<file path="src/hdl/mini_format_engine_s_d_x_macros.svh">
// ============================================================================
// Assertion macros for the formatted-print engine
// Clocked implication checks, reset-qualified on arst_n.
// ============================================================================
`ifndef MINI_FORMAT_ENGINE_S_D_X_MACROS_SVH
`define MINI_FORMAT_ENGINE_S_D_X_MACROS_SVH

// same-cycle implication
`define MFE_ASSERT_IMP(lbl, ante, cons, msg) \
	lbl: assert property (@(posedge clk) disable iff (!arst_n) (ante) |-> (cons)) \
		else $error(msg);

// next-cycle implication
`define MFE_ASSERT_NXT(lbl, ante, cons, msg) \
	lbl: assert property (@(posedge clk) disable iff (!arst_n) (ante) |=> (cons)) \
		else $error(msg);

`endif

</file>
<file path="src/hdl/mfe_pkg.sv">
// ============================================================================
// mfe_pkg
// Types, codes and character helpers shared by the print engine modules.
// ============================================================================
package mfe_pkg;

	// item kinds on the input channel
	localparam logic [1:0] OP_FMT  = 2'd0;
	localparam logic [1:0] OP_WORD = 2'd1;
	localparam logic [1:0] OP_STR  = 2'd2;
	localparam logic [1:0] OP_NULL = 2'd3;

	// characters
	localparam logic [7:0] CH_NUL   = 8'h00;
	localparam logic [7:0] CH_PCT   = 8'h25;
	localparam logic [7:0] CH_S     = 8'h73;
	localparam logic [7:0] CH_D     = 8'h64;
	localparam logic [7:0] CH_X     = 8'h78;
	localparam logic [7:0] CH_MINUS = 8'h2d;
	localparam logic [7:0] CH_ZERO  = 8'h30;
	localparam logic [7:0] CH_A     = 8'h61;

	localparam int CMD_DEPTH_DEF = 4;
	localparam int OUT_DEPTH_DEF = 2;

	typedef struct packed {
		logic [1:0]  operation;
		logic [7:0]  data_byte;
		logic [31:0] argument_word;
	} in_item_t;

	typedef struct packed {
		logic [7:0]  out_byte;
		logic        last;
		logic [31:0] byte_count;
	} out_item_t;

	typedef enum logic [2:0] {
		CMD_ECHO,
		CMD_DEC,
		CMD_HEX,
		CMD_NULL,
		CMD_CLEAR
	} cmd_kind_t;

	typedef struct packed {
		cmd_kind_t   kind;
		logic [7:0]  data_byte;
		logic [31:0] argument_word;
	} cmd_t;

	// digit value to lower-case ASCII
	function automatic logic [7:0] digit_char(input logic [3:0] d);
		logic [7:0] c;
		if (d < 4'd10) begin
			c = CH_ZERO + {4'd0, d};
		end else begin
			c = CH_A + {4'd0, d} - 8'd10;
		end
		return c;
	endfunction

	// the text printed for a null string
	function automatic logic [7:0] null_char(input logic [2:0] i);
		logic [7:0] c;
		case (i)
			3'd0: c = 8'h28; // (
			3'd1: c = 8'h6e; // n
			3'd2: c = 8'h75; // u
			3'd3: c = 8'h6c; // l
			3'd4: c = 8'h6c; // l
			3'd5: c = 8'h29; // )
			default: c = 8'h3f;
		endcase
		return c;
	endfunction

endpackage

</file>
<file path="src/hdl/mfe_fifo.sv">
// ============================================================================
// mfe_fifo
// Small register queue with combinational read of the head entry.
// ============================================================================
module mfe_fifo #(
	parameter int WIDTH = 8,
	parameter int DEPTH = 2
) (
	input  logic             clk,
	input  logic             arst_n,
	input  logic             wr_en,
	input  logic [WIDTH-1:0] wr_data,
	output logic             full,
	input  logic             rd_en,
	output logic [WIDTH-1:0] rd_data,
	output logic             empty
);
	localparam int PW = (DEPTH > 1) ? $clog2(DEPTH) : 1;
	localparam int CW = $clog2(DEPTH + 1);
	localparam logic [PW-1:0] PTR_LAST = PW'(DEPTH - 1);
	localparam logic [CW-1:0] CNT_FULL = CW'(DEPTH);

	logic [WIDTH-1:0] mem_q [DEPTH];
	logic [PW-1:0]    wr_ptr_q, rd_ptr_q;
	logic [CW-1:0]    cnt_q;
	logic             do_wr, do_rd;

	assign full    = (cnt_q == CNT_FULL);
	assign empty   = (cnt_q == '0);
	assign do_wr   = wr_en && !full;
	assign do_rd   = rd_en && !empty;
	assign rd_data = mem_q[rd_ptr_q];

	always_ff @(posedge clk) begin
		if (do_wr) begin
			mem_q[wr_ptr_q] <= wr_data;
		end
	end

	always_ff @(posedge clk or negedge arst_n) begin
		if (!arst_n) begin
			wr_ptr_q <= '0;
			rd_ptr_q <= '0;
			cnt_q    <= '0;
		end else begin
			if (do_wr) begin
				wr_ptr_q <= (wr_ptr_q == PTR_LAST) ? '0 : wr_ptr_q + 1'b1;
			end
			if (do_rd) begin
				rd_ptr_q <= (rd_ptr_q == PTR_LAST) ? '0 : rd_ptr_q + 1'b1;
			end
			if (do_wr && !do_rd) begin
				cnt_q <= cnt_q + 1'b1;
			end else if (do_rd && !do_wr) begin
				cnt_q <= cnt_q - 1'b1;
			end
		end
	end

endmodule

</file>
<file path="src/hdl/mfe_front.sv">
// ============================================================================
// mfe_front
// Format parser: tracks the conversion phase and turns items into commands.
// ============================================================================
module mfe_front (
	input  logic              clk,
	input  logic              arst_n,
	input  logic              push,
	input  mfe_pkg::in_item_t item,
	input  logic              cmd_full,
	output logic              cmd_push,
	output mfe_pkg::cmd_t     cmd
);
	import mfe_pkg::*;

	typedef enum logic [2:0] {
		P_TEXT,
		P_PCT,
		P_DEC,
		P_HEX,
		P_STR
	} phase_t;

	phase_t phase_q, phase_d;
	logic   take, gen;

	assign take = push && !cmd_full;
	assign cmd_push = take && gen;

	always_comb begin
		phase_d            = phase_q;
		gen                = 1'b0;
		cmd.kind           = CMD_ECHO;
		cmd.data_byte      = item.data_byte;
		cmd.argument_word  = item.argument_word;
		case (phase_q)
			P_PCT: begin
				if (item.operation == OP_FMT) begin
					if (item.data_byte == CH_NUL) begin
						gen      = 1'b1;
						cmd.kind = CMD_CLEAR;
						phase_d  = P_TEXT;
					end else if (item.data_byte == CH_S) begin
						phase_d = P_STR;
					end else if (item.data_byte == CH_D) begin
						phase_d = P_DEC;
					end else if (item.data_byte == CH_X) begin
						phase_d = P_HEX;
					end else begin
						phase_d = P_TEXT;
					end
				end
			end
			P_DEC: begin
				if (item.operation == OP_WORD) begin
					gen      = 1'b1;
					cmd.kind = CMD_DEC;
					phase_d  = P_TEXT;
				end
			end
			P_HEX: begin
				if (item.operation == OP_WORD) begin
					gen      = 1'b1;
					cmd.kind = CMD_HEX;
					phase_d  = P_TEXT;
				end
			end
			P_STR: begin
				if (item.operation == OP_STR) begin
					if (item.data_byte == CH_NUL) begin
						phase_d = P_TEXT;
					end else begin
						gen = 1'b1;
					end
				end else if (item.operation == OP_NULL) begin
					gen      = 1'b1;
					cmd.kind = CMD_NULL;
					phase_d  = P_TEXT;
				end
			end
			default: begin
				phase_d = P_TEXT;
				if (item.operation == OP_FMT) begin
					if (item.data_byte == CH_NUL) begin
						gen      = 1'b1;
						cmd.kind = CMD_CLEAR;
					end else if (item.data_byte == CH_PCT) begin
						phase_d = P_PCT;
					end else begin
						gen = 1'b1;
					end
				end
			end
		endcase
	end

	always_ff @(posedge clk or negedge arst_n) begin
		if (!arst_n) begin
			phase_q <= P_TEXT;
		end else if (take) begin
			phase_q <= phase_d;
		end
	end

endmodule

</file>
<file path="src/hdl/mfe_back.sv">
// ============================================================================
// mfe_back
// Print engine: runs commands, converts numbers and emits counted bytes.
// ============================================================================
`include "mini_format_engine_s_d_x_macros.svh"

module mfe_back (
	input  logic               clk,
	input  logic               arst_n,
	input  logic               cmd_empty,
	input  mfe_pkg::cmd_t      cmd,
	output logic               cmd_pop,
	input  logic               out_full,
	output logic               out_push,
	output mfe_pkg::out_item_t out_item
);
	import mfe_pkg::*;

	typedef enum logic [2:0] {
		B_IDLE,
		B_CONV,
		B_SIGN,
		B_DEC,
		B_HEX,
		B_NULL
	} mode_t;

	mode_t       mode_q;
	logic [31:0] total_q;
	logic [31:0] bin_q;
	logic [39:0] bcd_q;
	logic [2:0]  cnt_q;
	logic [3:0]  idx_q;
	logic        neg_q;

	logic [31:0] mag;
	logic [39:0] bcd_d;
	logic [31:0] bin_d;
	logic [3:0]  dec_lead;
	logic [2:0]  hex_lead;
	logic [7:0]  emit_byte;
	logic        emit_last;

	assign mag = cmd.argument_word[31] ? (32'd0 - cmd.argument_word) : cmd.argument_word;

	// four double-dabble steps per cycle
	always_comb begin
		logic [39:0] b;
		logic [31:0] s;
		b = bcd_q;
		s = bin_q;
		for (int st = 0; st < 4; st++) begin
			for (int d = 0; d < 10; d++) begin
				if (b[d*4 +: 4] >= 4'd5) begin
					b[d*4 +: 4] = b[d*4 +: 4] + 4'd3;
				end
			end
			b = {b[38:0], s[31]};
			s = {s[30:0], 1'b0};
		end
		bcd_d = b;
		bin_d = s;
	end

	// highest nonzero digit positions
	always_comb begin
		dec_lead = '0;
		for (int d = 0; d < 10; d++) begin
			if (bcd_q[d*4 +: 4] != 4'd0) begin
				dec_lead = 4'(d);
			end
		end
		hex_lead = '0;
		for (int h = 0; h < 8; h++) begin
			if (cmd.argument_word[h*4 +: 4] != 4'd0) begin
				hex_lead = 3'(h);
			end
		end
	end

	always_comb begin
		cmd_pop   = 1'b0;
		out_push  = 1'b0;
		emit_byte = cmd.data_byte;
		emit_last = 1'b0;
		case (mode_q)
			B_IDLE: begin
				if (!cmd_empty) begin
					if (cmd.kind == CMD_ECHO) begin
						cmd_pop   = !out_full;
						out_push  = !out_full;
						emit_last = 1'b1;
					end else begin
						cmd_pop = 1'b1;
					end
				end
			end
			B_SIGN: begin
				emit_byte = CH_MINUS;
				out_push  = neg_q && !out_full;
			end
			B_DEC: begin
				emit_byte = digit_char(bcd_q[{idx_q, 2'b00} +: 4]);
				emit_last = (idx_q == 4'd0);
				out_push  = !out_full;
			end
			B_HEX: begin
				emit_byte = digit_char(bin_q[{idx_q[2:0], 2'b00} +: 4]);
				emit_last = (idx_q == 4'd0);
				out_push  = !out_full;
			end
			B_NULL: begin
				emit_byte = null_char(idx_q[2:0]);
				emit_last = (idx_q == 4'd5);
				out_push  = !out_full;
			end
			default: begin
			end
		endcase
	end

	assign out_item.out_byte   = emit_byte;
	assign out_item.last       = emit_last;
	assign out_item.byte_count = total_q + 32'd1;

	always_ff @(posedge clk or negedge arst_n) begin
		if (!arst_n) begin
			mode_q  <= B_IDLE;
			total_q <= '0;
			bin_q   <= '0;
			bcd_q   <= '0;
			cnt_q   <= '0;
			idx_q   <= '0;
			neg_q   <= 1'b0;
		end else begin
			if (out_push) begin
				total_q <= total_q + 32'd1;
			end
			case (mode_q)
				B_IDLE: begin
					if (cmd_pop) begin
						case (cmd.kind)
							CMD_CLEAR: total_q <= '0;
							CMD_DEC: begin
								mode_q <= B_CONV;
								bin_q  <= mag;
								bcd_q  <= '0;
								cnt_q  <= 3'd7;
								neg_q  <= cmd.argument_word[31];
							end
							CMD_HEX: begin
								mode_q <= B_HEX;
								bin_q  <= cmd.argument_word;
								idx_q  <= {1'b0, hex_lead};
							end
							CMD_NULL: begin
								mode_q <= B_NULL;
								idx_q  <= '0;
							end
							default: begin
							end
						endcase
					end
				end
				B_CONV: begin
					bcd_q <= bcd_d;
					bin_q <= bin_d;
					cnt_q <= cnt_q - 3'd1;
					if (cnt_q == 3'd0) begin
						mode_q <= B_SIGN;
					end
				end
				B_SIGN: begin
					if (!neg_q || !out_full) begin
						mode_q <= B_DEC;
						idx_q  <= dec_lead;
					end
				end
				B_DEC, B_HEX: begin
					if (out_push) begin
						idx_q <= idx_q - 4'd1;
						if (idx_q == 4'd0) begin
							mode_q <= B_IDLE;
						end
					end
				end
				B_NULL: begin
					if (out_push) begin
						idx_q <= idx_q + 4'd1;
						if (idx_q == 4'd5) begin
							mode_q <= B_IDLE;
						end
					end
				end
				default: mode_q <= B_IDLE;
			endcase
		end
	end

	`MFE_ASSERT_IMP(a_push_room, out_push, !out_full, "result written into a full queue")
	`MFE_ASSERT_IMP(a_pop_valid, cmd_pop, !cmd_empty, "command taken from an empty queue")
	`MFE_ASSERT_IMP(a_conv_quiet, mode_q == B_CONV, !out_push && !cmd_pop, "activity while converting")
	`MFE_ASSERT_NXT(a_conv_end, (mode_q == B_CONV) && (cnt_q == 3'd0), mode_q == B_SIGN, "conversion did not finish in eight cycles")

endmodule

</file>
<file path="src/hdl/mini_format_engine_s_d_x.sv">
// ============================================================================
// mini_format_engine_s_d_x
// Formatted-print engine for %s, %d and %x with a running byte count.
// ============================================================================
//
//  channel | handshake       | payload            | transfer when
//  --------+-----------------+--------------------+---------------------
//  input   | push / full     | item   (in_item_t) | push && !full
//  result  | empty / pop     | result (out_item_t)| pop && !empty
//
//  The parser takes one item per cycle while the command queue has room;
//  items that only move the format phase or are ignored still need a slot free.
//  Back end: a plain byte is emitted straight from idle; "(null)" emits its six
//  bytes in turn; hex emits up to 8 digits; decimal runs the converter (4 bits
//  per cycle), then the sign state, then up to 10 digits, the longest command.
//  arst_n clears phase, byte count and both queues; no result pends after it.
//  A stalled result side fills the result queue, then the command queue,
//  then raises full; nothing is dropped.
//
module mini_format_engine_s_d_x #(
	parameter int CMD_DEPTH = mfe_pkg::CMD_DEPTH_DEF,
	parameter int OUT_DEPTH = mfe_pkg::OUT_DEPTH_DEF
) (
	input  logic               clk,
	input  logic               arst_n,
	input  logic               push,
	output logic               full,
	input  mfe_pkg::in_item_t  item,
	output logic               empty,
	input  logic               pop,
	output mfe_pkg::out_item_t result
);
	import mfe_pkg::*;

	localparam int CMD_W = $bits(cmd_t);
	localparam int OUT_W = $bits(out_item_t);

	// parser -> command queue
	logic       cmd_push;
	cmd_t       cmd_in;
	logic       cmd_full;

	// command queue -> print engine
	logic [CMD_W-1:0] cmd_raw;
	cmd_t       cmd_head;
	logic       cmd_empty;
	logic       cmd_pop;

	// print engine -> result queue
	logic       out_push;
	out_item_t  out_item;
	logic       out_full;
	logic [OUT_W-1:0] out_raw;

	assign full     = cmd_full;
	assign cmd_head = cmd_t'(cmd_raw);
	assign result   = out_item_t'(out_raw);

	mfe_front u_front (
		.clk      (clk),
		.arst_n   (arst_n),
		.push     (push),
		.item     (item),
		.cmd_full (cmd_full),
		.cmd_push (cmd_push),
		.cmd      (cmd_in)
	);

	mfe_fifo #(
		.WIDTH (CMD_W),
		.DEPTH (CMD_DEPTH)
	) u_cmd_q (
		.clk     (clk),
		.arst_n  (arst_n),
		.wr_en   (cmd_push),
		.wr_data (cmd_in),
		.full    (cmd_full),
		.rd_en   (cmd_pop),
		.rd_data (cmd_raw),
		.empty   (cmd_empty)
	);

	mfe_back u_back (
		.clk       (clk),
		.arst_n    (arst_n),
		.cmd_empty (cmd_empty),
		.cmd       (cmd_head),
		.cmd_pop   (cmd_pop),
		.out_full  (out_full),
		.out_push  (out_push),
		.out_item  (out_item)
	);

	// result queue decouples the engine from a stalled consumer
	mfe_fifo #(
		.WIDTH (OUT_W),
		.DEPTH (OUT_DEPTH)
	) u_out_q (
		.clk     (clk),
		.arst_n  (arst_n),
		.wr_en   (out_push),
		.wr_data (out_item),
		.full    (out_full),
		.rd_en   (pop),
		.rd_data (out_raw),
		.empty   (empty)
	);

endmodule
</file>
<file path="config.mk">
export PLATFORM = sky130hd
export DESIGN_NAME = mini_format_engine_s_d_x
export DESIGN_NICKNAME = d
export VERILOG_FILES = /design/src/hdl/mfe_pkg.sv /design/src/hdl/mfe_fifo.sv /design/src/hdl/mfe_front.sv /design/src/hdl/mfe_back.sv /design/src/hdl/mini_format_engine_s_d_x.sv
export VERILOG_INCLUDE_DIRS = /design/src /design/src/hdl
export SDC_FILE = /design/constraint.sdc
export NUM_CORES = 1
export LEC_CHECK = 0
export ABC_CLOCK_PERIOD_IN_PS = 5400
export BUFFER_PORTS_ARGS = -buffer_cell sky130_fd_sc_hd__clkbuf_2
export CAP_MARGIN = 10
export CORE_ASPECT_RATIO = 1.5
export CORE_UTILIZATION = 60
export DETAILED_ROUTE_END_ITERATION = 8
export PLACE_DENSITY = 0.89
export REMOVE_ABC_BUFFERS = 1
export SETUP_SLACK_MARGIN = 0.1
export SLEW_MARGIN = 20
export SYNTH_ARGS = -nofsm -noshare
export SYNTH_HDL_FRONTEND = slang
export SYNTH_SLANG_ARGS = --single-unit
</file>
<file path="constraint.sdc">
create_clock -name clk -period 5.4 [get_ports clk]
set_input_delay 0.27 -clock clk [delete_from_list [all_inputs] [get_ports clk]]
set_output_delay 0.27 -clock clk [all_outputs]
set_load 0.1 [all_outputs]
</file>
==> metrics.txt <==
worst-path maximum fanout=17; WHS Endpoint=u_cmd_q.mem_q[3][36]$_DFFE_PP_; HPWL Detailed=33,900 um; RSZ-0062 raised after global routing=false; cell area after layout=0.0241 mm^2; largest net degree at the start of global routing=84; Reg-to-Reg Start=u_back.bcd_q[0]$_DFFE_PN0P_; share of layout cells above drive strength 1=0.151; Hold Path Class=input port to flop; EDFF count, synth=254; clock tree buffer depth=3; setup slack, reg-to-reg=1160 ps; initial core utilization=0.613; CTS tree=yes; Setup TNS=0 ps; reg2reg path depth=16; largest family of logic cells by synthesized area=compound AO/OA/AOI/OAI gates; n_diodes=0; antenna violations before repair=0; Residual DRC=0; ys async rst share=0.337; total grt overflow=0; worst path arrival time=4680 ps; port buffer count=88; H-tree depth=2; Worst Hold Margin=25.1 ps; DIE WIDTH=157 um; post-synthesis instance total=1,978; fmax=0.236 GHz; Final nets=2,178; GRT Total Usage=0.282; worst-margin pin slew=1070 ps; Clk Latency, worst-skew pair=550 ps; # IOs=89; vias per inst=6.35; final slew viol count=0; DR iter-0 viols=1,309; cts bufs inserted=36; Worst setup SP type=flop; xor/xnor share of the synthesized area=0.0526; Tcrit/Tclk final=0.785; post_cts resized=0; clk_skew=27.0 ps; post-synthesis simple-gate area fraction=0.128; Compound-Gate Fraction of Synth Area=0.143; clock sink count=383; area grow syn2layout=11.1%; DRT antenna net count=0; Root Buffer Master=clkbuf_16; post-synthesis mux area share=0.105; most common cell after layout, fill and taps aside=edfxtp_1; #FFs+latches synth=383; mean post-synth cell area=10.9 um^2; Worst Hold Launch=item[36]; worst hold stages=1; die area=0.0369 mm^2; GPL Wtd Cong=0.915; status=finished clean; Vias=16,311; Final Hold Fails=0; first-pass GRT wire length=82,400 um; Syn. warnings=0; Rows=84; Synth Flop Type=edfxtp_1; Post-CTS Repair Setup Buffers=0; most frequent cells in the layout=edfxtp_1 (254), nand2_1 (191), o21ai_0 (171); Netlist cell types=78; die height=235 um; Util after Layout=0.681; R2R Path End=u_back.bcd_q[5]$_DFFE_PN0P_; Final Critical Period=4240 ps; WP data required=5840 ps; Critical Path Sink Type=flop; Avg WL per Cell=19.9 um; Seq/Total Area, Yosys=0.501; vias in the first global route=16,376; total of max-cap violations=0; wirelength, routed=51,100 um; CORE AREA=0.0353 mm^2; final number of setup-violating endpoints=0; Clock Pin Slew Worst Setup and Hold Paths=60 ps; relative slew slack=0.281; CTS Hold Bufs=35; Setup Crit Path Kind=flop to flop; Post-Syn Area=0.0216 mm^2; placed cell areas=0.0225 mm^2; post-synthesis adder-cell area fraction=0.0377; DRT Pass-1 Iters=6
[per-layer routing]
layer,up-vias,track usage,routed length [um]
met2,688,0.527,28000
met4,0,0.158,2850
met5,-,0,0
li1,7486,-,-
met1,7941,0.301,17700
met3,196,0.0356,2520
[final cells by class]
| class | count | area, um^2 |
|---|---|---|
| Timing Repair Buffer | 143 | 967 |
| Multi-Input combinational cell | 1415 | 10100 |
| Inverter | 89 | 334 |
| Clock inverter | 20 | 224 |
| Sequential cell | 383 | 10900 |
| Tap cell | 473 | 592 |
| Fill cell | 2427 | 11300 |
| Clock buffer | 44 | 941 |
[worst max path at each step]
stage / cells after the start / from / slack (ps) / end
2_1_floorplan: 7 / u_cmd_q.rd_ptr_q[0]$_DFFE_PN0P_ / -190 / u_back.bin_q[28]$_DFFE_PN0P_
3_3_place_gp: 16 / u_back.bcd_q[0]$_DFFE_PN0P_ / 1360 / u_back.bcd_q[5]$_DFFE_PN0P_
3_5_place_dp: 16 / u_back.bcd_q[0]$_DFFE_PN0P_ / 1090 / u_back.bcd_q[5]$_DFFE_PN0P_
4_1_cts: 16 / u_back.bcd_q[0]$_DFFE_PN0P_ / 1040 / u_back.bcd_q[5]$_DFFE_PN0P_
5_1_grt: 16 / u_back.bcd_q[0]$_DFFE_PN0P_ / 810 / u_back.bcd_q[5]$_DFFE_PN0P_
6_report: 16 / u_back.bcd_q[0]$_DFFE_PN0P_ / 1160 / u_back.bcd_q[5]$_DFFE_PN0P_
[sequential cells by signal, indices dropped and copies added (netlist names)]
name              cells
u_out_q.wr_ptr_q      1
u_back.total_q       32
u_cmd_q.mem_q       172
u_back.mode_q         3
u_front.phase_q       3
u_back.bcd_q         40
u_back.bin_q         32
u_out_q.mem_q        82
u_cmd_q.rd_ptr_q      2
u_out_q.rd_ptr_q      1
u_back.idx_q          4
u_cmd_q.wr_ptr_q      2
u_back.cnt_q          3
u_out_q.cnt_q         2
u_back.neg_q          1
u_cmd_q.cnt_q         3
[per-stage QoR]
stage          setup WS, ps  cells
2_1_floorplan          -186   1887
3_3_place_gp           1360   2467
3_5_place_dp           1090   2467
4_1_cts                1040   2566
5_1_grt                 815   2567
6_report               1160   2567
[cells by family after synthesis]
logic type | after synthesis
buffers and inverters | 180
AND/OR/NAND/NOR | 581
adder cells (fa/ha/maj) | 64
AO/OA/AOI/OAI | 495
XOR/XNOR | 130
flip-flops | 383
multiplexers | 145
[Yosys cell counts (16+ instances only)]
cell | number | area (um^2)
and2_1 | 22 | 138
dfrtp_1 | 129 | 3230
xnor2_1 | 64 | 561
mux2i_1 | 25 | 250
nand2_1 | 191 | 717
nor2_1 | 157 | 589
mux4_2 | 55 | 1240
nor3b_1 | 16 | 120
a21oi_1 | 110 | 551
nor3_1 | 25 | 125
clkbuf_1 | 79 | 297
and3_1 | 21 | 131
mux2_2 | 61 | 687
inv_1 | 88 | 330
or3_1 | 22 | 138
xor2_1 | 66 | 578
nand2b_1 | 32 | 200
o31ai_1 | 18 | 135
ha_1 | 62 | 776
o21ai_0 | 171 | 856
a211oi_1 | 21 | 158
nand3_1 | 39 | 195
edfxtp_1 | 254 | 7630
[worst max-delay path: stages, from the launching register on]
cell and delay [ps]:
dfrtp_1 460, inv_1 120, ha_1 220, nand2b_1 90, a21oi_1 460, xnor2_2 330
o21a_1 270, xnor2_1 350, inv_1 140, ha_1 230, o211a_1 220, a211oi_1 510
ha_1 280, inv_1 40, a21oi_1 120, nor3_1 60, o31ai_1 230
Power is left out: the tool's default activity adds up to more than one toggle a clock period on the data nets, which glitch-free logic cannot reach.
